## src/hdl/duts_pkg.sv

```systemverilog
package duts_pkg;

  // Fixed widths of the item fields and configuration registers
  localparam int TIME_W  = 24;
  localparam int COUNT_W = 16;
  localparam int MODE_W  = 4;
  localparam int CFG_IDX_W = 3;

  // Defaults for the top-level parameters
  localparam int DEF_TIME_BITS     = 24;
  localparam int DEF_COUNT_BITS    = 16;
  localparam int DEF_START_BACKOFF = 30;

  // mode_bits positions
  localparam int MODE_CELL_EN  = 0;
  localparam int MODE_SAT_EN   = 1;
  localparam int MODE_PASS_WIN = 2;
  localparam int MODE_CELL_WIN = 3;

  typedef enum logic [2:0] {
    OP_START       = 3'd0,
    OP_TICK        = 3'd1,
    OP_UPDATE      = 3'd2,
    OP_CELL_RESULT = 3'd3,
    OP_SAT_RESULT  = 3'd4
  } op_t;

  typedef enum logic [1:0] {
    REQ_NONE = 2'd0,
    REQ_CELL = 2'd1,
    REQ_SAT  = 2'd2
  } req_t;

  typedef enum logic [CFG_IDX_W-1:0] {
    REG_CELL_MIN_INTERVAL  = 3'd0,
    REG_CELL_MAX_INTERVAL  = 3'd1,
    REG_CELL_MIN_UPDATES   = 3'd2,
    REG_CELL_BACKOFF_LIMIT = 3'd3,
    REG_SAT_MIN_INTERVAL   = 3'd4,
    REG_SAT_MAX_INTERVAL   = 3'd5,
    REG_SAT_MIN_UPDATES    = 3'd6,
    REG_MODE_BITS          = 3'd7
  } reg_idx_t;

  typedef struct packed {
    logic [TIME_W-1:0]  cell_min_interval;
    logic [TIME_W-1:0]  cell_max_interval;
    logic [COUNT_W-1:0] cell_min_updates;
    logic [TIME_W-1:0]  cell_backoff_limit;
    logic [TIME_W-1:0]  sat_min_interval;
    logic [TIME_W-1:0]  sat_max_interval;
    logic [COUNT_W-1:0] sat_min_updates;
    logic [MODE_W-1:0]  mode_bits;
  } cfg_regs_t;

  typedef struct packed {
    op_t               operation;
    logic              success;
    logic [TIME_W-1:0] pass_delay;
  } item_t;

  typedef struct packed {
    req_t              request;
    logic              max_backoff_hit;
    logic [TIME_W-1:0] retry_wait;
  } result_t;

endpackage

```

## src/hdl/dual_uplink_transmit_scheduler.sv

```systemverilog
// Decides when to start a cellular connection or a satellite transmission. Feed it
// beats of start, one-second tick, position update and connection result; every beat
// returns exactly one result beat with the request code (only ever nonzero on a tick),
// a max-backoff flag and the retry wait loaded on a cellular failure. The block takes a
// new beat every cycle unless the result register stalls; an accepted beat is held in
// the input register, then takes the single pass of update logic into the result
// register. A stalled result register holds, and the input register still takes one
// more beat behind it. Write configuration only while the block is idle; mode bits
// are read live, not latched at start. Reset behaves like power-up: no request can
// be issued before a start beat.
module dual_uplink_transmit_scheduler import duts_pkg::*; #(
  parameter int TIME_BITS     = DEF_TIME_BITS,
  parameter int COUNT_BITS    = DEF_COUNT_BITS,
  parameter int START_BACKOFF = DEF_START_BACKOFF
) (
  input  logic                 clk,
  input  logic                 rst_n,
  // input channel
  input  logic                 in_tvalid,
  output logic                 in_tready,
  input  logic [31:0]          in_tdata,   // [0] success, [24:1] pass_delay, rest zero
  input  logic [2:0]           in_tuser,   // [2:0] operation
  // result channel
  output logic                 out_tvalid,
  input  logic                 out_tready,
  output logic [31:0]          out_tdata,  // [0] max_backoff_hit, [24:1] retry_wait, rest zero
  output logic [1:0]           out_tuser,  // [1:0] request
  // configuration write channel
  input  logic                 cfg_valid,
  output logic                 cfg_ready,
  input  logic [CFG_IDX_W-1:0] cfg_index,
  input  logic [TIME_W-1:0]    cfg_data
);

  cfg_regs_t cfg_r;

  // Input register
  logic  s1_valid_r;
  item_t s1_item_r;

  // Result register
  logic    out_valid_r;
  result_t out_res_r;

  result_t step_res;
  logic    advance;

  // Move the held beat on whenever the result register is free or draining
  assign advance   = s1_valid_r && (!out_valid_r || out_tready);
  assign in_tready = !s1_valid_r || advance;
  assign cfg_ready = 1'b1;

  // Configuration registers: all writes land, unknown index impossible at 3 bits
  always_ff @(posedge clk) begin
    if (!rst_n) begin
      cfg_r <= '0;
    end else if (cfg_valid && cfg_ready) begin
      unique case (reg_idx_t'(cfg_index))
        REG_CELL_MIN_INTERVAL:  cfg_r.cell_min_interval  <= cfg_data;
        REG_CELL_MAX_INTERVAL:  cfg_r.cell_max_interval  <= cfg_data;
        REG_CELL_MIN_UPDATES:   cfg_r.cell_min_updates   <= cfg_data[COUNT_W-1:0];
        REG_CELL_BACKOFF_LIMIT: cfg_r.cell_backoff_limit <= cfg_data;
        REG_SAT_MIN_INTERVAL:   cfg_r.sat_min_interval   <= cfg_data;
        REG_SAT_MAX_INTERVAL:   cfg_r.sat_max_interval   <= cfg_data;
        REG_SAT_MIN_UPDATES:    cfg_r.sat_min_updates    <= cfg_data[COUNT_W-1:0];
        REG_MODE_BITS:          cfg_r.mode_bits          <= cfg_data[MODE_W-1:0];
        default: ;
      endcase
    end
  end

  // Input register: capture a beat whenever the slot is free or emptying
  always_ff @(posedge clk) begin
    if (!rst_n) begin
      s1_valid_r <= 1'b0;
    end else if (in_tready) begin
      s1_valid_r <= in_tvalid;
    end
  end

  always_ff @(posedge clk) begin
    if (in_tvalid && in_tready) begin
      s1_item_r.operation  <= op_t'(in_tuser);
      s1_item_r.success    <= in_tdata[0];
      s1_item_r.pass_delay <= in_tdata[TIME_W:1];
    end
  end

  duts_engine #(
    .TIME_BITS     (TIME_BITS),
    .COUNT_BITS    (COUNT_BITS),
    .START_BACKOFF (START_BACKOFF)
  ) u_engine (
    .clk     (clk),
    .rst_n   (rst_n),
    .step_en (advance),
    .item    (s1_item_r),
    .cfg     (cfg_r),
    .result  (step_res)
  );

  // Result register: hold while stalled, refill from the engine on advance
  always_ff @(posedge clk) begin
    if (!rst_n) begin
      out_valid_r <= 1'b0;
    end else if (advance) begin
      out_valid_r <= 1'b1;
    end else if (out_tready) begin
      out_valid_r <= 1'b0;
    end
  end

  always_ff @(posedge clk) begin
    if (advance) begin
      out_res_r <= step_res;
    end
  end

  assign out_tvalid = out_valid_r;
  assign out_tuser  = out_res_r.request;
  assign out_tdata  = {{(32 - TIME_W - 1){1'b0}}, out_res_r.retry_wait,
                       out_res_r.max_backoff_hit};

  // A request never travels with failure information
  a_req_excl: assert property (@(posedge clk) disable iff (!rst_n)
    (out_tvalid && out_tuser != REQ_NONE) |-> (out_tdata[TIME_W:0] == '0))
    else $error("request issued together with retry information");

  // An empty input register must always take a beat
  a_ready_empty: assert property (@(posedge clk) disable iff (!rst_n)
    !s1_valid_r |-> in_tready)
    else $error("input stalled while its register is empty");

  // An accepted beat is held in the input register next cycle
  a_capture: assert property (@(posedge clk) disable iff (!rst_n)
    (in_tvalid && in_tready) |=> s1_valid_r)
    else $error("accepted beat lost");

  // Every engine step produces a visible result next cycle
  a_result: assert property (@(posedge clk) disable iff (!rst_n)
    advance |=> out_tvalid)
    else $error("engine step without result beat");

endmodule

```

## src/hdl/duts_engine.sv

```systemverilog
module duts_engine import duts_pkg::*; #(
  parameter int TIME_BITS     = DEF_TIME_BITS,
  parameter int COUNT_BITS    = DEF_COUNT_BITS,
  parameter int START_BACKOFF = DEF_START_BACKOFF
) (
  input  logic      clk,
  input  logic      rst_n,
  input  logic      step_en,
  input  item_t     item,
  input  cfg_regs_t cfg,
  output result_t   result
);

  localparam int UW = (COUNT_BITS > COUNT_W) ? COUNT_BITS : COUNT_W;
  localparam logic [TIME_BITS-1:0]  START_T = TIME_BITS'(START_BACKOFF);
  localparam logic [TIME_BITS-1:0]  TIME_MAX = '1;
  localparam logic [COUNT_BITS-1:0] COUNT_MAX = '1;

  logic [TIME_BITS-1:0] cell_min_left_r, cell_min_left_nxt;
  logic [TIME_BITS-1:0] cell_max_left_r, cell_max_left_nxt;
  logic [TIME_BITS-1:0] cell_retry_left_r, cell_retry_left_nxt;
  logic [TIME_BITS-1:0] cell_backoff_r, cell_backoff_nxt;
  logic [COUNT_BITS-1:0] cell_updates_r, cell_updates_nxt;
  logic [3:0] cell_flags_r, cell_flags_nxt;
  logic [TIME_BITS-1:0] sat_min_left_r, sat_min_left_nxt;
  logic [TIME_BITS-1:0] sat_max_left_r, sat_max_left_nxt;
  logic [TIME_BITS-1:0] pass_left_r, pass_left_nxt;
  logic [COUNT_BITS-1:0] sat_updates_r, sat_updates_nxt;
  logic [2:0] sat_flags_r, sat_flags_nxt;
  req_t awaiting_r, awaiting_nxt;

  // cell_flags bits
  localparam int CF_MIN = 0, CF_MAX = 1, CF_RETRY = 2, CF_BMAX = 3;
  // sat_flags bits
  localparam int SF_MIN = 0, SF_MAX = 1, SF_ARM = 2;

  logic [TIME_BITS-1:0] cell_min_t, cell_max_t, cell_lim_t;
  logic [TIME_BITS-1:0] sat_min_t, sat_max_t;
  logic cell_en, sat_en, pass_en;
  logic window, cell_rdy, sat_rdy;
  req_t req;

  assign cell_min_t = TIME_BITS'(cfg.cell_min_interval);
  assign cell_max_t = TIME_BITS'(cfg.cell_max_interval);
  assign cell_lim_t = TIME_BITS'(cfg.cell_backoff_limit);
  assign sat_min_t  = TIME_BITS'(cfg.sat_min_interval);
  assign sat_max_t  = TIME_BITS'(cfg.sat_max_interval);
  assign cell_en = cfg.mode_bits[MODE_CELL_EN];
  assign sat_en  = cfg.mode_bits[MODE_SAT_EN];
  assign pass_en = cfg.mode_bits[MODE_PASS_WIN];

  always_comb begin
    cell_min_left_nxt   = cell_min_left_r;
    cell_max_left_nxt   = cell_max_left_r;
    cell_retry_left_nxt = cell_retry_left_r;
    cell_backoff_nxt    = cell_backoff_r;
    cell_updates_nxt    = cell_updates_r;
    cell_flags_nxt      = cell_flags_r;
    sat_min_left_nxt    = sat_min_left_r;
    sat_max_left_nxt    = sat_max_left_r;
    pass_left_nxt       = pass_left_r;
    sat_updates_nxt     = sat_updates_r;
    sat_flags_nxt       = sat_flags_r;
    awaiting_nxt        = awaiting_r;
    window   = 1'b0;
    cell_rdy = 1'b0;
    sat_rdy  = 1'b0;
    req      = REQ_NONE;
    result   = '0;

    unique case (item.operation)
      OP_START: begin
        cell_min_left_nxt   = '0;
        cell_max_left_nxt   = '0;
        cell_retry_left_nxt = '0;
        cell_backoff_nxt    = START_T;
        cell_updates_nxt    = '0;
        cell_flags_nxt      = '0;
        sat_min_left_nxt    = '0;
        sat_max_left_nxt    = '0;
        pass_left_nxt       = '0;
        sat_updates_nxt     = '0;
        sat_flags_nxt       = '0;
        awaiting_nxt        = REQ_NONE;
        if (cell_en && cfg.cell_max_interval != '0) cell_max_left_nxt = cell_max_t;
        if (cell_en && cfg.cell_min_interval != '0) cell_min_left_nxt = cell_min_t;
        else cell_flags_nxt[CF_MIN] = 1'b1;
        if (sat_en && cfg.sat_max_interval != '0) sat_max_left_nxt = sat_max_t;
        if (sat_en && cfg.sat_min_interval != '0) sat_min_left_nxt = sat_min_t;
        else sat_flags_nxt[SF_MIN] = 1'b1;
      end

      OP_TICK: begin
        // Count every running timer down; reaching zero sets its flag
        if (cell_min_left_r != '0) begin
          cell_min_left_nxt = cell_min_left_r - 1'b1;
          if (cell_min_left_nxt == '0) cell_flags_nxt[CF_MIN] = 1'b1;
        end
        if (cell_max_left_r != '0) begin
          cell_max_left_nxt = cell_max_left_r - 1'b1;
          if (cell_max_left_nxt == '0) cell_flags_nxt[CF_MAX] = 1'b1;
        end
        if (cell_retry_left_r != '0) begin
          cell_retry_left_nxt = cell_retry_left_r - 1'b1;
          if (cell_retry_left_nxt == '0) cell_flags_nxt[CF_RETRY] = 1'b1;
        end
        if (sat_min_left_r != '0) begin
          sat_min_left_nxt = sat_min_left_r - 1'b1;
          if (sat_min_left_nxt == '0) sat_flags_nxt[SF_MIN] = 1'b1;
        end
        if (sat_max_left_r != '0) begin
          sat_max_left_nxt = sat_max_left_r - 1'b1;
          if (sat_max_left_nxt == '0) sat_flags_nxt[SF_MAX] = 1'b1;
        end
        // Armed pass window opens for this tick only
        if (sat_flags_r[SF_ARM]) begin
          if (pass_left_r <= TIME_BITS'(1)) begin
            pass_left_nxt = '0;
            sat_flags_nxt[SF_ARM] = 1'b0;
            window = 1'b1;
          end else begin
            pass_left_nxt = pass_left_r - 1'b1;
          end
        end

        if (cell_en && cell_flags_nxt[CF_MIN]) begin
          if (cell_flags_nxt[CF_RETRY]) cell_rdy = 1'b1;
          else if (cell_retry_left_nxt == '0) begin
            cell_rdy = cell_flags_nxt[CF_MAX] ||
                       (cfg.cell_min_updates != '0 &&
                        UW'(cell_updates_r) >= UW'(cfg.cell_min_updates));
          end
        end
        if (sat_en && sat_flags_nxt[SF_MIN] && (!pass_en || window)) begin
          sat_rdy = sat_flags_nxt[SF_MAX] ||
                    (cfg.sat_min_updates != '0 &&
                     UW'(sat_updates_r) >= UW'(cfg.sat_min_updates));
        end

        if (awaiting_r == REQ_NONE) begin
          if (cell_rdy && sat_rdy)
            req = cfg.mode_bits[MODE_CELL_WIN] ? REQ_CELL : REQ_SAT;
          else if (cell_rdy) req = REQ_CELL;
          else if (sat_rdy) req = REQ_SAT;
          if (req == REQ_CELL) cell_flags_nxt[CF_RETRY] = 1'b0;
          awaiting_nxt = req;
        end
        result.request = req;
      end

      OP_UPDATE: begin
        if (cell_en && cell_updates_r != COUNT_MAX) cell_updates_nxt = cell_updates_r + 1'b1;
        if (sat_en) begin
          if (sat_updates_r != COUNT_MAX) sat_updates_nxt = sat_updates_r + 1'b1;
          if (pass_en && !sat_flags_r[SF_ARM]) begin
            sat_flags_nxt[SF_ARM] = 1'b1;
            pass_left_nxt = TIME_BITS'(item.pass_delay);
          end
        end
      end

      OP_CELL_RESULT: begin
        if (awaiting_r == REQ_CELL) begin
          awaiting_nxt = REQ_NONE;
          if (item.success) begin
            if (cfg.cell_min_interval != '0) begin
              cell_flags_nxt[CF_MIN] = 1'b0;
              cell_min_left_nxt = cell_min_t;
            end
            if (cfg.sat_min_interval != '0) begin
              sat_flags_nxt[SF_MIN] = 1'b0;
              sat_min_left_nxt = sat_min_t;
            end
            if (cfg.cell_max_interval != '0) begin
              cell_flags_nxt[CF_MAX] = 1'b0;
              cell_max_left_nxt = cell_max_t;
            end
            cell_backoff_nxt = START_T;
            cell_flags_nxt[CF_BMAX] = 1'b0;
            cell_updates_nxt = '0;
          end else begin
            cell_max_left_nxt = '0;
            if (cell_backoff_r >= cell_lim_t) begin
              cell_backoff_nxt = cell_lim_t;
              cell_flags_nxt[CF_BMAX] = 1'b1;
              result.max_backoff_hit = 1'b1;
            end
            result.retry_wait   = TIME_W'(cell_backoff_nxt);
            cell_retry_left_nxt = cell_backoff_nxt;
            if (cell_backoff_nxt == '0) cell_flags_nxt[CF_RETRY] = 1'b1;
            // Double, saturating at the largest time value
            if (!cell_flags_nxt[CF_BMAX]) begin
              if (cell_backoff_nxt[TIME_BITS-1]) cell_backoff_nxt = TIME_MAX;
              else cell_backoff_nxt = {cell_backoff_nxt[TIME_BITS-2:0], 1'b0};
            end
          end
        end
      end

      OP_SAT_RESULT: begin
        if (awaiting_r == REQ_SAT) begin
          awaiting_nxt = REQ_NONE;
          if (item.success) begin
            if (cfg.cell_min_interval != '0) begin
              cell_flags_nxt[CF_MIN] = 1'b0;
              cell_min_left_nxt = cell_min_t;
            end
            if (cfg.sat_min_interval != '0) begin
              sat_flags_nxt[SF_MIN] = 1'b0;
              sat_min_left_nxt = sat_min_t;
            end
            sat_updates_nxt = '0;
          end
          if (cfg.sat_max_interval != '0) begin
            sat_flags_nxt[SF_MAX] = 1'b0;
            sat_max_left_nxt = sat_max_t;
          end
        end
      end

      default: ;
    endcase
  end

  always_ff @(posedge clk) begin
    if (!rst_n) begin
      cell_min_left_r   <= '0;
      cell_max_left_r   <= '0;
      cell_retry_left_r <= '0;
      cell_backoff_r    <= START_T;
      cell_updates_r    <= '0;
      cell_flags_r      <= '0;
      sat_min_left_r    <= '0;
      sat_max_left_r    <= '0;
      pass_left_r       <= '0;
      sat_updates_r     <= '0;
      sat_flags_r       <= '0;
      awaiting_r        <= REQ_NONE;
    end else if (step_en) begin
      cell_min_left_r   <= cell_min_left_nxt;
      cell_max_left_r   <= cell_max_left_nxt;
      cell_retry_left_r <= cell_retry_left_nxt;
      cell_backoff_r    <= cell_backoff_nxt;
      cell_updates_r    <= cell_updates_nxt;
      cell_flags_r      <= cell_flags_nxt;
      sat_min_left_r    <= sat_min_left_nxt;
      sat_max_left_r    <= sat_max_left_nxt;
      pass_left_r       <= pass_left_nxt;
      sat_updates_r     <= sat_updates_nxt;
      sat_flags_r       <= sat_flags_nxt;
      awaiting_r        <= awaiting_nxt;
    end
  end

endmodule

```

## config.mk

```make
export PLATFORM = sky130hd
export DESIGN_NAME = dual_uplink_transmit_scheduler
export DESIGN_NICKNAME = d
export VERILOG_FILES = /design/src/hdl/duts_pkg.sv /design/src/hdl/dual_uplink_transmit_scheduler.sv /design/src/hdl/duts_engine.sv
export SDC_FILE = /design/constraint.sdc
export NUM_CORES = 1
export LEC_CHECK = 0
export BUFFER_PORTS_ARGS = -buffer_cell sky130_fd_sc_hd__buf_4
export CELL_PAD_IN_SITES_DETAIL_PLACEMENT = 1
export CELL_PAD_IN_SITES_GLOBAL_PLACEMENT = 1
export CORE_ASPECT_RATIO = 0.5
export CORE_UTILIZATION = 42
export DETAILED_ROUTE_END_ITERATION = 10
export PLACE_DENSITY_LB_ADDON = 0.1
export SYNTH_ARGS = -nofsm -noshare
export SYNTH_HDL_FRONTEND = slang
export SYNTH_SLANG_ARGS = --single-unit
```

## constraint.sdc

```tcl
create_clock -name clk -period 3.5 [get_ports clk]
set_clock_uncertainty 0.1 [all_clocks]
set_input_delay 0.175 -clock clk [delete_from_list [all_inputs] [get_ports clk]]
set_output_delay 0.175 -clock clk [all_outputs]
set_load 0.03 [all_outputs]
```

==> metrics <==
run status completed; Port Buffer Count 88; post-synthesis mux area share 1.65%; total track usage 29.5%; Adder-Cell Fraction of Synth Area 4.06%; Seq/Total Area, Yosys 39.4%; CTS tree done; critical path peak fanout 5; Area growth, synth to finish 17.8%; final setup vio count 0; Simple-Gate Fraction of Synth Area 25.3%; Initial Util 43.2%; FF-to-FF setup slack 0.10 ns; M3 GR Usage 5.01%; drt wl/cell 22.2 um; Async SR Flop Fraction 0%; Routed Antenna Nets 0; drt first pass iters 7; clk_lat worst skew 0.58 ns; Final GP Congestion 0.891; Slew @ Worst Pin 1.20 ns; Residual DRC 0; Post-synth top flop dfxtp_1; worst path required time 3.80 ns; Sink Count 422; first-pass GRT wire length 130000 um; Post-Route WL 83800 um; power per cell area 451 nW/um2; largest family of logic cells by synthesized area simple AND/OR/NAND/NOR gates; die area 55300 um2; final core utilization 50.9%; gr ovfl total 0; num ports 104; top-count cell post-synth nand2_1; Fill cells 6385; Nets 3187; dpl cells 3640; FP Rows 59; Root Driver clkbuf_16; number of synthesized flops with an enable pin 55; Fmax 0.294 GHz; cell taking the most area after synthesis dfxtp_1; Diodes inserted 0; share of the synthesized area in the top cell type 32.2%; met1 usage 40.9%; critical path's largest stage delay 0.41 ns; Synth Cell Area 22800 um2; register area 9000 um2; htree depth 2; slew margin rel. 19.8%; Die Height 167 um; yosys warns 0; most frequent cells after synthesis 461 x nand2_1, 367 x dfxtp_1, 301 x nor2_1; Slowest-stage cell, CP or3b_4; initial antenna violation count 1; largest net degree at the start of global routing 121; Finished Layout Cells 3780; Iter 0 DRT Violations 1775; Post-Syn Instances 2916; final worst path period share 97.0%; Min-Delay Path Class in2reg; RSZ-0062 raised after global routing true; max-cap violation count 0; vias in the first global route 22515; Final Hold Viols 0; Tmin final 3.40 ns; via count 22634; Worst Path Arrival 3.69 ns; DP HPWL 57500 um; Unique masters post-synth 84; leakage power 0.00994 uW; share of cells above drive strength 1 12.1%; Mean Syn Cell Area 7.82 um2; Pins Over Slew Limit 0; GR Util met2 47.2%; Max Buffers Root-to-Sink 3; die width 332 um; kind of critical path reg2reg; Seq cells post-synth 422; core area 52800 um2; Vias/cell 5.99; Worst VDD drop 440 uV; xor/xnor cell area share of the yosys netlist 3.80%; clock-pin slew on the worst setup and hold paths 0.07 ns; Worst setup EP type register; Worst Hold Slack 0.104 ns; Synth Area in Compound Gates 20.4%; CP Cell Sequence inv_1 > ha_1 > or3b_4 > nor4_4 > nand2_2 > or3_1 > xnor2_1 > nor4_1 > buf_4 > o211ai_1 > buf_4 > nor4_1; multi-input logic area 12800 um2; CTS buffer count 42; Worst setup SP type register; GRT busiest layer met2; top post-synthesis cells by area dfxtp_1 32%, nand2_1 7.6%, edfxtp_1 7.2%
==> logic make-up after synthesis <==
group / count (synthesis)
simple gates: 1225
compound gates: 746
flops: 422
buf+inv: 312
xor+xnor: 99
fa+ha+maj: 74
mux: 36
other cells: 2
==> what timing repair did <==
action | CTS | global route
pin swaps | 0 | 8
endpoints found under the hold margin | 196 | 0
hold buffers | 56 | 0
gates resized for setup | 2 | 22
endpoints found under the setup margin | 4 | 8
gates cloned | 0 | 0
buffers inserted | 0 | 7
==> flip-flops by register name, indices dropped and copies added (netlist names), 24 cells and up <==
signal / cells
out_tdata: 25
u_engine.cell_min_left_r: 24
s1_item_r: 28
u_engine.cell_max_left_r: 24
u_engine.pass_left_r: 24
cfg_r: 156
u_engine.sat_max_left_r: 24
u_engine.sat_min_left_r: 24
u_engine.cell_backoff_r: 24
u_engine.cell_retry_left_r: 24
==> layout by cell type, fill, tap and decap left out, types with 11 or more instances in the layout <==
cell	netlist	routed
dfxtp_1	367	367
dlygate4sd3_1	0	56
nor2b_1	27	27
and2_1	14	14
buf_4	8	230
a22oi_1	43	43
a211oi_1	46	46
a22o_1	11	11
mux2i_1	24	23
and4_1	14	12
nand2b_1	17	17
nand2_1	461	459
nand4_1	37	37
a21o_1	11	11
or4_1	24	24
mux2_2	12	12
a32o_1	16	16
or3_1	25	25
xnor2_1	46	46
edfxtp_1	55	55
or2_2	13	13
nor4_1	88	87
nand3_1	42	42
nor3_1	103	97
xor2_1	53	53
clkbuf_16	0	48
o211ai_1	13	13
inv_1	100	100
ha_1	74	74
nor2_1	301	298
o21ai_0	172	171
a221oi_1	31	31
a21oi_1	290	287
==> metrics by stage <==
step / worst slack, ns / setup TNS [ns] / area [um2] / total power (uW)
after floorplan: 0.107 / 0 / 22800 / 6470
after global placement: 0.0303 / 0 / 24700 / 7140
after detailed placement: -0.0776 / -0.184 / 24700 / 7170
after CTS: 0.0482 / 0 / 26700 / 12100
after global routing: -0.0384 / -0.0624 / 26900 / 12600
final: 0.104 / 0 / 26900 / 12100
==> power by group <==
group	total, uW	internal (uW)	switching [uW]
sequential	5130	5010	116
combinational	2070	793	1270
clock	4920	2780	2140
total	12100	8590	3530
==> layer usage <==
metal / wire (um) / share of wire, %
met1: 38900 / 46
met2: 37600 / 45
met3: 5110 / 6.1
met4: 2150 / 2.6
met5: 0 / 0
==> worst max-delay path: cells and delay by family (launching register included) <==
| kind | cells | cell delay (ns) |
|---|---|---|
| AOI/OAI and AO/OA | 1 | 0.20 |
| xor gates and xnor gates | 1 | 0.15 |
| adders and majority gates | 1 | 0.20 |
| buffers and inverters | 3 | 0.53 |
| DFF | 1 | 0.31 |
| and+or+nand+nor | 6 | 1.74 |
==> worst paths after layout <==
check	from	end	cells past startpoint
setup reg to reg	u_engine.cell_min_left_r[0]$_SDFFE_PN0P_	out_tuser[0]$_SDFFCE_PN0P_	12
hold / removal	cfg_valid	cfg_r[0]$_SDFFE_PN0P_	4
hold reg to reg	cfg_r[128]$_SDFFE_PN0P_	cfg_r[128]$_SDFFE_PN0P_	2
setup / recovery	u_engine.cell_min_left_r[0]$_SDFFE_PN0P_	out_tuser[0]$_SDFFCE_PN0P_	12
==> layout make-up <==
class | instances | area share [%]
repair buffers | 290 | 8.80
clock buffers | 62 | 4.92
multi-input cells | 2188 | 47.6
flip-flops and latches | 422 | 33.5
clock inverters | 15 | 0.503
inverters | 102 | 1.45
well taps | 701 | 3.26
Power figures use the tool's default switching activity.
